## config.mk

```make
export PLATFORM = sky130hd
export DESIGN_NAME = grace_period_kill_table_core_flat
export DESIGN_NICKNAME = d
export VERILOG_FILES = /design/src/gpkt_pkg.sv /design/src/gpkt_req_if.sv /design/src/gpkt_rsp_if.sv /design/src/gpkt_cell.sv /design/src/grace_period_kill_table_core.sv /design/src/flat_wrapper.sv
export SDC_FILE = /design/constraint.sdc
export NUM_CORES = 2
export LEC_CHECK = 0
export BUFFER_PORTS_ARGS = -buffer_cell sky130_fd_sc_hd__buf_2
export CAP_MARGIN = 25
export CORE_ASPECT_RATIO = 1.75
export CORE_UTILIZATION = 65
export DETAILED_ROUTE_END_ITERATION = 16
export MAX_ROUTING_LAYER = met4
export PLACE_DENSITY = 0.82
export SLEW_MARGIN = 20
export SYNTH_ARGS = -nofsm -noshare
export SYNTH_HDL_FRONTEND = slang
export SYNTH_SLANG_ARGS = --single-unit
```

## constraint.sdc

```tcl
create_clock -name clk -period 12.14 [get_ports clk]
set_clock_uncertainty 0.15 [all_clocks]
set_input_delay 0.607 -clock clk [delete_from_list [all_inputs] [get_ports clk]]
set_output_delay 0.607 -clock clk [all_outputs]
set_load 0.01 [all_outputs]
```

## src/gpkt_pkg.sv

```systemverilog
package gpkt_pkg;

    localparam int ID_W    = 23;
    localparam int TIME_W  = 32;
    localparam int GRACE_W = 16;
    localparam int ACT_W   = 2;
    localparam int SLOT_OUT_W = 4;

    localparam logic [GRACE_W-1:0] GRACE_RESET = 16'd10;

    typedef enum logic [ACT_W-1:0] {
        ACT_REGISTERED = 2'd0,
        ACT_PENDING    = 2'd1,
        ACT_FIRED      = 2'd2,
        ACT_OVERFLOW   = 2'd3
    } action_t;

    typedef enum logic [1:0] {
        S_IDLE = 2'b01,
        S_EVAL = 2'b10
    } state_t;

    typedef struct packed {
        logic any_hit;
        logic hit_expired;
        logic any_free;
    } chain_t;

    typedef struct packed {
        logic fire;
        logic load;
    } cmd_t;

endpackage

```

## src/gpkt_req_if.sv

```systemverilog
interface gpkt_req_if;
    import gpkt_pkg::*;

    logic              valid;
    logic              ready;
    logic [ID_W-1:0]   request_id;
    logic [TIME_W-1:0] now_seconds;

    modport source (output valid, output request_id, output now_seconds, input ready);
    modport sink   (input valid, input request_id, input now_seconds, output ready);
endinterface

```

## src/gpkt_rsp_if.sv

```systemverilog
interface gpkt_rsp_if;
    import gpkt_pkg::*;

    logic                  valid;
    logic                  ready;
    logic [ACT_W-1:0]      action;
    logic [SLOT_OUT_W-1:0] slot;

    modport source (output valid, output action, output slot, input ready);
    modport sink   (input valid, input action, input slot, output ready);
endinterface

```

## src/gpkt_cell.sv

```systemverilog
module gpkt_cell #(
    parameter int IDX    = 0,
    parameter int SLOT_W = 4
) (
    input  logic                          clk,
    input  logic                          rst_n,
    input  logic [gpkt_pkg::ID_W-1:0]     req_id,
    input  logic [gpkt_pkg::TIME_W-1:0]   req_now,
    input  logic [gpkt_pkg::GRACE_W-1:0]  grace,
    input  gpkt_pkg::cmd_t                cmd,
    input  gpkt_pkg::chain_t              chain_in,
    output gpkt_pkg::chain_t              chain_out,
    input  logic [SLOT_W-1:0]             hit_slot_in,
    output logic [SLOT_W-1:0]             hit_slot_out,
    input  logic [SLOT_W-1:0]             free_slot_in,
    output logic [SLOT_W-1:0]             free_slot_out
);
    import gpkt_pkg::*;

    logic [ID_W-1:0]   entry_id_reg;
    logic [ID_W-1:0]   entry_id_next;
    logic [TIME_W-1:0] entry_time_reg;
    logic [TIME_W-1:0] entry_time_next;
    logic [TIME_W:0]   deadline;
    logic              hit;
    logic              empty;
    logic              expired;
    logic              first_hit;
    logic              first_free;

    assign hit        = (entry_id_reg == req_id);
    assign empty      = (entry_id_reg == '0);
    assign deadline   = {1'b0, entry_time_reg} + {{(TIME_W + 1 - GRACE_W){1'b0}}, grace};
    assign expired    = (deadline < {1'b0, req_now});
    assign first_hit  = hit && !chain_in.any_hit;
    assign first_free = empty && !hit && !chain_in.any_free;

    always_comb
    begin
        chain_out.any_hit     = chain_in.any_hit || hit;
        chain_out.hit_expired = first_hit ? expired : chain_in.hit_expired;
        chain_out.any_free    = chain_in.any_free || first_free;
        hit_slot_out          = first_hit ? SLOT_W'(IDX) : hit_slot_in;
        free_slot_out         = first_free ? SLOT_W'(IDX) : free_slot_in;
    end

    always_comb
    begin
        entry_id_next   = entry_id_reg;
        entry_time_next = entry_time_reg;
        if (cmd.fire && first_hit)
        begin
            entry_id_next   = '0;
            entry_time_next = '0;
        end
        else if (cmd.load && first_free)
        begin
            entry_id_next   = req_id;
            entry_time_next = req_now;
        end
    end

    always_ff @(posedge clk or negedge rst_n)
    begin
        if (!rst_n)
        begin
            entry_id_reg   <= '0;
            entry_time_reg <= '0;
        end
        else
        begin
            entry_id_reg   <= entry_id_next;
            entry_time_reg <= entry_time_next;
        end
    end

endmodule

```

## src/grace_period_kill_table_core.sv

```systemverilog
// Grace-period kill table. Each request beat on req carries a nonzero request_id and the
// current time now_seconds; one response beat on rsp answers it with action and slot
// (0 registered in the lowest free slot, 1 already pending, 2 expired and fired with the
// slot freed, 3 overflow or zero id with slot 0). An entry fires when its stored time plus
// grace_seconds is strictly below now_seconds, with no timestamp wrap handling. The table is
// a row of TABLE_ENTRIES cells that all compare the captured request in the same cycle and
// pass hit and free flags down the row to resolve the lowest matching and free slots.
// A request is captured in S_IDLE, then resolved by the cell row and committed in S_EVAL, which holds
// while the response register is stalled. The table is empty after reset. grace_seconds resets to 10
// and is written through cfg_we/cfg_wdata; the user must write it only while idle, the block does not enforce it.
module grace_period_kill_table_core #(
    parameter int TABLE_ENTRIES = 16
) (
    input  logic                          clk,
    input  logic                          rst_n,
    input  logic                          cfg_we,
    input  logic [gpkt_pkg::GRACE_W-1:0]  cfg_wdata,
    gpkt_req_if.sink                      req,
    gpkt_rsp_if.source                    rsp
);
    import gpkt_pkg::*;

    localparam int SLOT_W = (TABLE_ENTRIES > 1) ? $clog2(TABLE_ENTRIES) : 1;

    state_t              state_reg;
    state_t              state_next;
    logic [GRACE_W-1:0]  grace_reg;
    logic [ID_W-1:0]     req_id_reg;
    logic [TIME_W-1:0]   req_now_reg;
    logic                out_valid_reg;
    action_t             action_reg;
    action_t             action_next;
    logic [SLOT_W-1:0]   slot_reg;
    logic [SLOT_W-1:0]   slot_next;
    logic                accept;
    logic                commit;
    logic                id_zero;
    cmd_t                cmd;

    chain_t              link      [0:TABLE_ENTRIES];
    logic [SLOT_W-1:0]   hit_link  [0:TABLE_ENTRIES];
    logic [SLOT_W-1:0]   free_link [0:TABLE_ENTRIES];

    assign link[0]      = '0;
    assign hit_link[0]  = '0;
    assign free_link[0] = '0;

    for (genvar i = 0; i < TABLE_ENTRIES; i++)
    begin : g_cell
        gpkt_cell #(
            .IDX    (i),
            .SLOT_W (SLOT_W)
        ) u_cell (
            .clk           (clk),
            .rst_n         (rst_n),
            .req_id        (req_id_reg),
            .req_now       (req_now_reg),
            .grace         (grace_reg),
            .cmd           (cmd),
            .chain_in      (link[i]),
            .chain_out     (link[i+1]),
            .hit_slot_in   (hit_link[i]),
            .hit_slot_out  (hit_link[i+1]),
            .free_slot_in  (free_link[i]),
            .free_slot_out (free_link[i+1])
        );
    end

    assign req.ready  = (state_reg == S_IDLE);
    assign accept     = req.valid && req.ready;
    assign commit     = (state_reg == S_EVAL) && (!out_valid_reg || rsp.ready);
    assign id_zero    = (req_id_reg == '0);

    assign rsp.valid  = out_valid_reg;
    assign rsp.action = action_reg;
    assign rsp.slot   = SLOT_OUT_W'(slot_reg);

    always_comb
    begin
        action_next = ACT_OVERFLOW;
        slot_next   = '0;
        cmd         = '0;
        if (id_zero)
        begin
            action_next = ACT_OVERFLOW;
        end
        else if (link[TABLE_ENTRIES].any_hit && link[TABLE_ENTRIES].hit_expired)
        begin
            action_next = ACT_FIRED;
            slot_next   = hit_link[TABLE_ENTRIES];
            cmd.fire    = commit;
        end
        else if (link[TABLE_ENTRIES].any_hit)
        begin
            action_next = ACT_PENDING;
            slot_next   = hit_link[TABLE_ENTRIES];
        end
        else if (link[TABLE_ENTRIES].any_free)
        begin
            action_next = ACT_REGISTERED;
            slot_next   = free_link[TABLE_ENTRIES];
            cmd.load    = commit;
        end
    end

    always_comb
    begin
        state_next = state_reg;
        unique case (state_reg)
            S_IDLE:
            begin
                if (accept)
                begin
                    state_next = S_EVAL;
                end
            end
            S_EVAL:
            begin
                if (commit)
                begin
                    state_next = S_IDLE;
                end
            end
            default:
            begin
                state_next = S_IDLE;
            end
        endcase
    end

    always_ff @(posedge clk or negedge rst_n)
    begin
        if (!rst_n)
        begin
            state_reg     <= S_IDLE;
            grace_reg     <= GRACE_RESET;
            out_valid_reg <= 1'b0;
        end
        else
        begin
            state_reg <= state_next;
            if (cfg_we)
            begin
                grace_reg <= cfg_wdata;
            end
            if (commit)
            begin
                out_valid_reg <= 1'b1;
            end
            else if (rsp.ready)
            begin
                out_valid_reg <= 1'b0;
            end
        end
    end

    always_ff @(posedge clk)
    begin
        if (accept)
        begin
            req_id_reg  <= req.request_id;
            req_now_reg <= req.now_seconds;
        end
        if (commit)
        begin
            action_reg <= action_next;
            slot_reg   <= slot_next;
        end
    end

    a_fire_needs_hit : assert property (@(posedge clk) disable iff (!rst_n)
        cmd.fire |-> (link[TABLE_ENTRIES].any_hit && !id_zero))
        else $error("fire without a matching entry");

    a_load_needs_free : assert property (@(posedge clk) disable iff (!rst_n)
        cmd.load |-> (link[TABLE_ENTRIES].any_free && !link[TABLE_ENTRIES].any_hit && !id_zero))
        else $error("register without a free slot or with a duplicate");

    a_commit_shows_beat : assert property (@(posedge clk) disable iff (!rst_n)
        commit |=> (out_valid_reg && state_reg == S_IDLE))
        else $error("committed result not presented");

    a_overflow_slot_zero : assert property (@(posedge clk) disable iff (!rst_n)
        (out_valid_reg && action_reg == ACT_OVERFLOW) |-> (slot_reg == '0))
        else $error("overflow with nonzero slot");

    a_one_in_flight : assert property (@(posedge clk) disable iff (!rst_n)
        accept |=> (state_reg == S_EVAL && !req.ready))
        else $error("second request taken while one is in flight");

endmodule
```

## src/flat_wrapper.sv

```systemverilog
// flat-port wrapper written by rule: the top's interface ports become plain ports
module grace_period_kill_table_core_flat import gpkt_pkg::*;
#(
    parameter int TABLE_ENTRIES = 16
)
  (clk, rst_n, cfg_we, cfg_wdata, req_valid, req_request_id, req_now_seconds, req_ready, rsp_valid, rsp_action, rsp_slot, rsp_ready);
  gpkt_req_if req_i ();
  gpkt_rsp_if rsp_i ();
  input  logic clk;
  input  logic rst_n;
  input  logic cfg_we;
  input  logic [gpkt_pkg::GRACE_W-1:0] cfg_wdata;
  input wire logic [$bits(req_i.valid)-1:0] req_valid;
  input wire logic [$bits(req_i.request_id)-1:0] req_request_id;
  input wire logic [$bits(req_i.now_seconds)-1:0] req_now_seconds;
  output wire logic [$bits(req_i.ready)-1:0] req_ready;
  output wire logic [$bits(rsp_i.valid)-1:0] rsp_valid;
  output wire logic [$bits(rsp_i.action)-1:0] rsp_action;
  output wire logic [$bits(rsp_i.slot)-1:0] rsp_slot;
  input wire logic [$bits(rsp_i.ready)-1:0] rsp_ready;
  assign req_i.valid = req_valid;
  assign req_i.request_id = req_request_id;
  assign req_i.now_seconds = req_now_seconds;
  assign req_ready = req_i.ready;
  assign rsp_valid = rsp_i.valid;
  assign rsp_action = rsp_i.action;
  assign rsp_slot = rsp_i.slot;
  assign rsp_i.ready = rsp_ready;
  grace_period_kill_table_core #(.TABLE_ENTRIES(TABLE_ENTRIES)) u_core (.clk(clk), .rst_n(rst_n), .cfg_we(cfg_we), .cfg_wdata(cfg_wdata), .req(req_i), .rsp(rsp_i));
endmodule
```

# Word-level counts from Yosys, hierarchy flattened
# Cells that the tools add are included.
# totals
reg_bits,960
input_bits,76
output_inout_bits,8
elab_cells,412
# classes
addsub,16
magnitude_cmp,16
n_eq_ne,20
n_mux,126
n_reduce_logical,194
# ops
op,n
2-to-1 mux 32 bit,32
2-to-1 mux 23 bit,32
adder 32 x 16 -> 33 bit,16
< comparator 33 x 32 -> 1 bit,16
logical NOT 23 bit,17
equality test 23 bit,16
2-to-1 mux 4 bit,31
logical AND 1 bit,81
logical NOT 1 bit,46
nonzero test 2 bit,17
logical OR 1 bit,31
2-to-1 mux 1 bit,25
2-to-1 mux 2 bit,5
one-hot mux 2 bit (2 select lines),1
equality test 2 x 1 -> 1 bit (second input constant),1
equality test 2 bit (second input constant),1
!= test 2 x 1 -> 1 bit (second input constant),1
!= test 2 bit (second input constant),1
AND reduction 2 bit,1
OR reduction 2 bit,1

# Depth between registers and ports, before layout
# depth
ltp_word,55
depth_mapped,27
depth_no_buf,25

# Modules after synthesis
# A second synthesis with hierarchy kept.
# hier_totals
hier_cells,7270
hier_area_um2,70736.6
# by_module_without_submodules
module,n_inst,cells_per_inst,area_each_um2,seq_area_each_um2
gpkt_cell (u_core.g_cell[1].u_cell ...),3,447,4252.8,1376.3
gpkt_cell (u_core.g_cell[3].u_cell ...),2,449,4289.1,1376.3
gpkt_cell (u_core.g_cell[11].u_cell ...),2,447,4242.8,1376.3
gpkt_cell (u_core.g_cell[13].u_cell ...),2,438,4197.8,1376.3
gpkt_cell (u_core.g_cell[9].u_cell),1,456,4290.4,1376.3
gpkt_cell (u_core.g_cell[12].u_cell),1,450,4266.6,1376.3
gpkt_cell (u_core.g_cell[6].u_cell),1,443,4259.1,1376.3
gpkt_cell (u_core.g_cell[8].u_cell),1,442,4257.8,1376.3
gpkt_cell (u_core.g_cell[15].u_cell),1,447,4254.1,1376.3
gpkt_cell (u_core.g_cell[10].u_cell),1,449,4239.1,1376.3
gpkt_cell (u_core.g_cell[0].u_cell),1,438,4200.3,1376.3
grace_period_kill_table_core,1,136,2751.4,2311.0

# Worst setup path after synthesis
# OpenSTA, ideal clock, no wires.
# synth_path
path_kind,flip-flop to flip-flop
from,register u_core.grace_reg[1]
to,"register u_core.action_reg[1], in the netlist u_core.rsp.action[1] (data pin)"
setup_time_ns,0.265
arrival_time_ns,6.164
required_time_ns,11.725
setup_slack_ns,5.561
stages_incl_launch_ff,25
n_path_buf,1
synth_period_minus_slack_ns,6.579
path_cell_list,dfstp_2 > ha_1 > a21o_1 > a21oi_1 > nor2b_1 > o21a_1 > o31a_1 > a311o_1 > a31oi_1 > o221ai_1 > a21o_1 > and4_1 > xor2_1 > ha_1 > nand4_1 > nor4_1 > nand3_1 > a221o_1 > a21oi_1 > nor4_1 > a31o_1 > a211oi_4 > buf_6 > a21oi_1 > or3_1
# synth_between
elab_chain_len,20
elab_cells_between_ends,50
cone_classes,add/sub: 16; order compare: 16; mux: 16; reduce/logical: 2
# synth_lines
element,line_no,text
"start, declared",grace_period_kill_table_core.sv:27,logic [GRACE_W-1:0] grace_reg;
"start signal, assigned",grace_period_kill_table_core.sv:144,grace_reg <= cfg_wdata;
adder 32 x 16 -> 33 bit,gpkt_cell.sv:33,"assign deadline = {1'b0, entry_time_reg} + {{(TIME_W + 1 - GRACE_W){1'b0}}, grace};"
< comparator 33 x 32 -> 1 bit,gpkt_cell.sv:34,"assign expired = (deadline < {1'b0, req_now});"
2-to-1 mux 1 bit (15 in series),gpkt_cell.sv:41,chain_out.hit_expired = first_hit ? expired : chain_in.hit_expired;
2-to-1 mux 1 bit *,gpkt_cell.sv:41,
logical AND 1 bit *,grace_period_kill_table_core.sv:87,else if (link[TABLE_ENTRIES].any_hit && link[TABLE_ENTRIES].hit_expired)
OR reduction 2 bit (no line) *,-,
"end signal, assigned",grace_period_kill_table_core.sv:166,action_reg <= action_next;
"end, declared",grace_period_kill_table_core.sv:31,action_t action_reg;
# Every way passes the cells marked *; elsewhere a longest branch is shown, timed or not.
# A chain may end at the register's enable or synchronous reset.

# Worst setup path after layout
# layout_path
from,register u_core.grace_reg[1]
to,register u_core.g_cell[3].u_cell.entry_time_reg[9]
# layout_between
elab_chain_len,23
elab_cells_between_ends,56
cone_classes,add/sub: 16; order compare: 16; mux: 20; reduce/logical: 4
# layout_lines
element,line_no,text
adder 32 x 16 -> 33 bit,gpkt_cell.sv:33,
< comparator 33 x 32 -> 1 bit,gpkt_cell.sv:34,
2-to-1 mux 1 bit (15 in series),gpkt_cell.sv:41,
2-to-1 mux 1 bit *,gpkt_cell.sv:41,
logical AND 1 bit *,grace_period_kill_table_core.sv:87,
2-to-1 mux 1 bit,grace_period_kill_table_core.sv:87,
2-to-1 mux 2 bit *,grace_period_kill_table_core.sv:83,if (id_zero)
logical AND 1 bit (on tied branches),"gpkt_cell.sv:51, gpkt_cell.sv:56",
2-to-1 mux 32 bit or nonzero test 2 bit (tied branches),-,
"end signal, assigned",gpkt_cell.sv:73,entry_time_reg <= entry_time_next;
"end, declared",gpkt_cell.sv:22,logic [TIME_W-1:0] entry_time_reg;
# Marked as above.

==> flow_metrics.tcl <==
set metrics [dict create \
    start_util_pct 65.7 \
    cts_buffer_depth 3 \
    multi_input_area_sq_mm 0.0422 \
    max_stage_delay_ns 0.91 \
    syn_avg_cell_area_sq_um 9.11 \
    cts_sinks 960 \
    synth_top_cell_by_area "dfrtp_1" \
    synth_cells 7557 \
    route.detailed.drc 0 \
    fmax_mhz 112 \
    ys_top_cells_by_area "dfrtp_1 33%, ha_1 14%, a21oi_1 6.8%" \
    ff2ff_path_depth 27 \
    maxSlewViolCount 0 \
    die_w_um 248 \
    clk_latency_ns 0.74 \
    r2r-start "u_core.grace_reg[1]$_DFFE_PN1P_" \
    cap_violations 0 \
    ios 84 \
    fillCellCount 8034 \
    synth_enable_flop_cells 61 \
    yosysSeqAreaShare_pct 35.3 \
    cp.required_ns 12.58 \
    largest_reg_flops 512 \
    worstPathArrival_ns 9.39 \
    p_per_area_mw_per_mm2 208 \
    synth_top_area_share_pct 32.6 \
    final.setup.tns_ns 0 \
    synth_commonest_cells "1004 x nor2_1, 939 x a21oi_1, 896 x dfrtp_1" \
    grt_overflow 0 \
    core.rowCount 157 \
    path_max_fanout 32 \
    min_from "cfg_wdata[9]" \
    portBuffers 83 \
    cts_setup_buffers 0 \
    final_hold_viol_count 0 \
    ys.flop_type "dfrtp_1" \
    rsz0062_at_grt "false" \
    dieArea_sq_mm 0.107 \
    synth_async_sr_flop_share_pct 93.6 \
    grt_first_pass_wirelength_um 315000 \
    final_layout_size_suffix_gt1_share_pct 6.51 \
    gp_congestion 0.978 \
    reg2reg_to "u_core.g_cell[3].u_cell.entry_time_reg[9]$_DFFE_PN0P_" \
    track_usage_pct 38.7 \
    end_kind "flip-flop" \
    viasPerCell 6.56 \
    cts_tree "yes" \
    static-leakage-power_uw 0.0355 \
    min_path_cells 2 \
    hold_end "u_core.grace_reg[9]$_DFFE_PN0P_" \
    htreeDepth 3 \
    synthMostInstantiatedCell "nor2_1" \
    dr.pass1.iters 7 \
    wl_um 201000 \
    synth_area_sq_mm 0.0689 \
    drt_iter0_drc 4560 \
    reg2reg_slack_ns 3.19 \
    grt_pass1_vias 58800 \
    final_util_pct 70.6 \
    ys_seq_elements 960 \
    synth.net_count 8401 \
    status "finished clean" \
    wl_per_cell_um 22.3 \
    tightest_slew_ns 1.06 \
    critical_path.startpoint_type "flip-flop" \
    antenna_found_initial 2 \
    period_minus_slack_ns 8.95 \
    max_slew_margin_pct 29.1 \
    die_h_um 433 \
    critical_path_class "flip-flop to flip-flop" \
    clkTransAtPathRegs_ns 0.06 \
    post-route-period-util_pct 73.7 \
    ctsRootBufferMaster "clkbuf_16" \
    critPathLaunch "u_core.grace_reg[1]$_DFFE_PN1P_" \
    coreArea_sq_mm 0.105 \
    ys_warn_count 0 \
    ff_latch_area_sq_mm 0.0243 \
    synth_cell_types 102 \
    hold_path_class "input port to flip-flop" \
    peakVddDrop_mv 0.172 \
    num_vias 59100 \
    critPathSlowestCell "a211oi_4" \
    final_nets 8433 \
    syn_to_final_growth_pct 7.55 \
    ctsResizeCount 0 \
    hpwl_um 139000 \
    ant_nets 0 \
    ctsHoldBuffers 70 \
    grt_max_degree 163 \
    finalSetupViolations 0 \
    cts_buffers 93 \
]
-- layout make-up --
class,count,area share (%)
clock inverters,46,0.671
inverters,103,0.522
multi-input cells,6133,57.0
repair buffers,298,3.10
clock buffers,128,3.60
flip-flops and latches,960,32.8
well taps,1351,2.28
diodes,2,0.00676
-- per-stage QoR --
stage	hold slack, ns	instances	setup WS (ns)	area, sq um	power, uW
2_1_floorplan	0.161	7557	5.56	68900	10400
3_3_place_gp	0.345	8767	3.08	70100	11800
5_1_grt	0.0279	9021	2.66	74100	16500
6_report	0.0454	9021	3.19	74100	15400
4_1_cts	0.00711	9015	3.12	74000	15300
3_5_place_dp	0.359	8771	3.17	70100	12200
-- worst max-delay path by stage --
stage                     cells after the start  slack (ns)                                                 endpoint
final                                        27        3.19    u_core.g_cell[3].u_cell.entry_time_reg[9]$_DFFE_PN0P_
after floorplan                              24        5.56                       u_core.rsp.action[1]$_SDFFCE_PP1P_
after global routing                         27        2.66  u_core.g_cell[11].u_cell.entry_time_reg[29]$_DFFE_PN0P_
after detailed placement                     27        3.17   u_core.g_cell[5].u_cell.entry_time_reg[15]$_DFFE_PN0P_
after global placement                       27        3.08    u_core.g_cell[4].u_cell.entry_time_reg[0]$_DFFE_PN0P_
after CTS                                    27        3.12   u_core.g_cell[5].u_cell.entry_time_reg[15]$_DFFE_PN0P_
-- critical path, delay by kind of cell, from the launching register on --
family	cells	cell delay, ns
and+or+nand+nor	5	1.19
buffers and inverters	3	1.20
DFF	1	0.81
adders and majority gates	2	0.51
xor gates and xnor gates	1	0.08
AOI/OAI and AO/OA	16	4.83
-- placed cells by master, fill, tap and decap left out, types with 97 or more instances in the layout --
cell	synthesis	routed
xnor2_1	443	443
nand4_1	156	156
inv_1	103	103
xor2_1	382	382
a21o_1	154	154
clkbuf_16	0	97
nand3_1	163	163
buf_4	20	132
a21oi_1	939	939
nand2_1	507	507
nor3_1	263	259
nor2_1	1004	1004
o21ai_0	170	170
ha_1	752	752
dfrtp_1	896	896
mux2i_1	243	243
nor4_1	168	168
-- cell families after synthesis --
| group | Yosys count | share of synthesized area [%] |
|---|---|---|
| AND/OR/NAND/NOR | 2607 | 17.9 |
| adder cells (fa/ha/maj) | 768 | 14.1 |
| AO/OA/AOI/OAI | 1675 | 14.9 |
| XOR/XNOR | 825 | 10.5 |
| buffers and inverters | 464 | 3.51 |
| flip-flops | 960 | 35.3 |
| multiplexers | 258 | 3.78 |
-- report_power, final --
part           internal [uW]  total (uW)  switching (uW)
Combinational           3140        7170            4040
Clock                   1720        3080            1360
Sequential              4210        5200             983
Total                   9060       15400            6380
-- per-layer routing --
metal,global-route usage (%),wire [um],up-vias
met1,42.7,73700,28500
li1,-,-,27100
met5,-,0,-
met2,62.7,96500,2515
met3,5.51,13000,1013
met4,29.9,17900,0
Power figures use the tool's default switching activity.
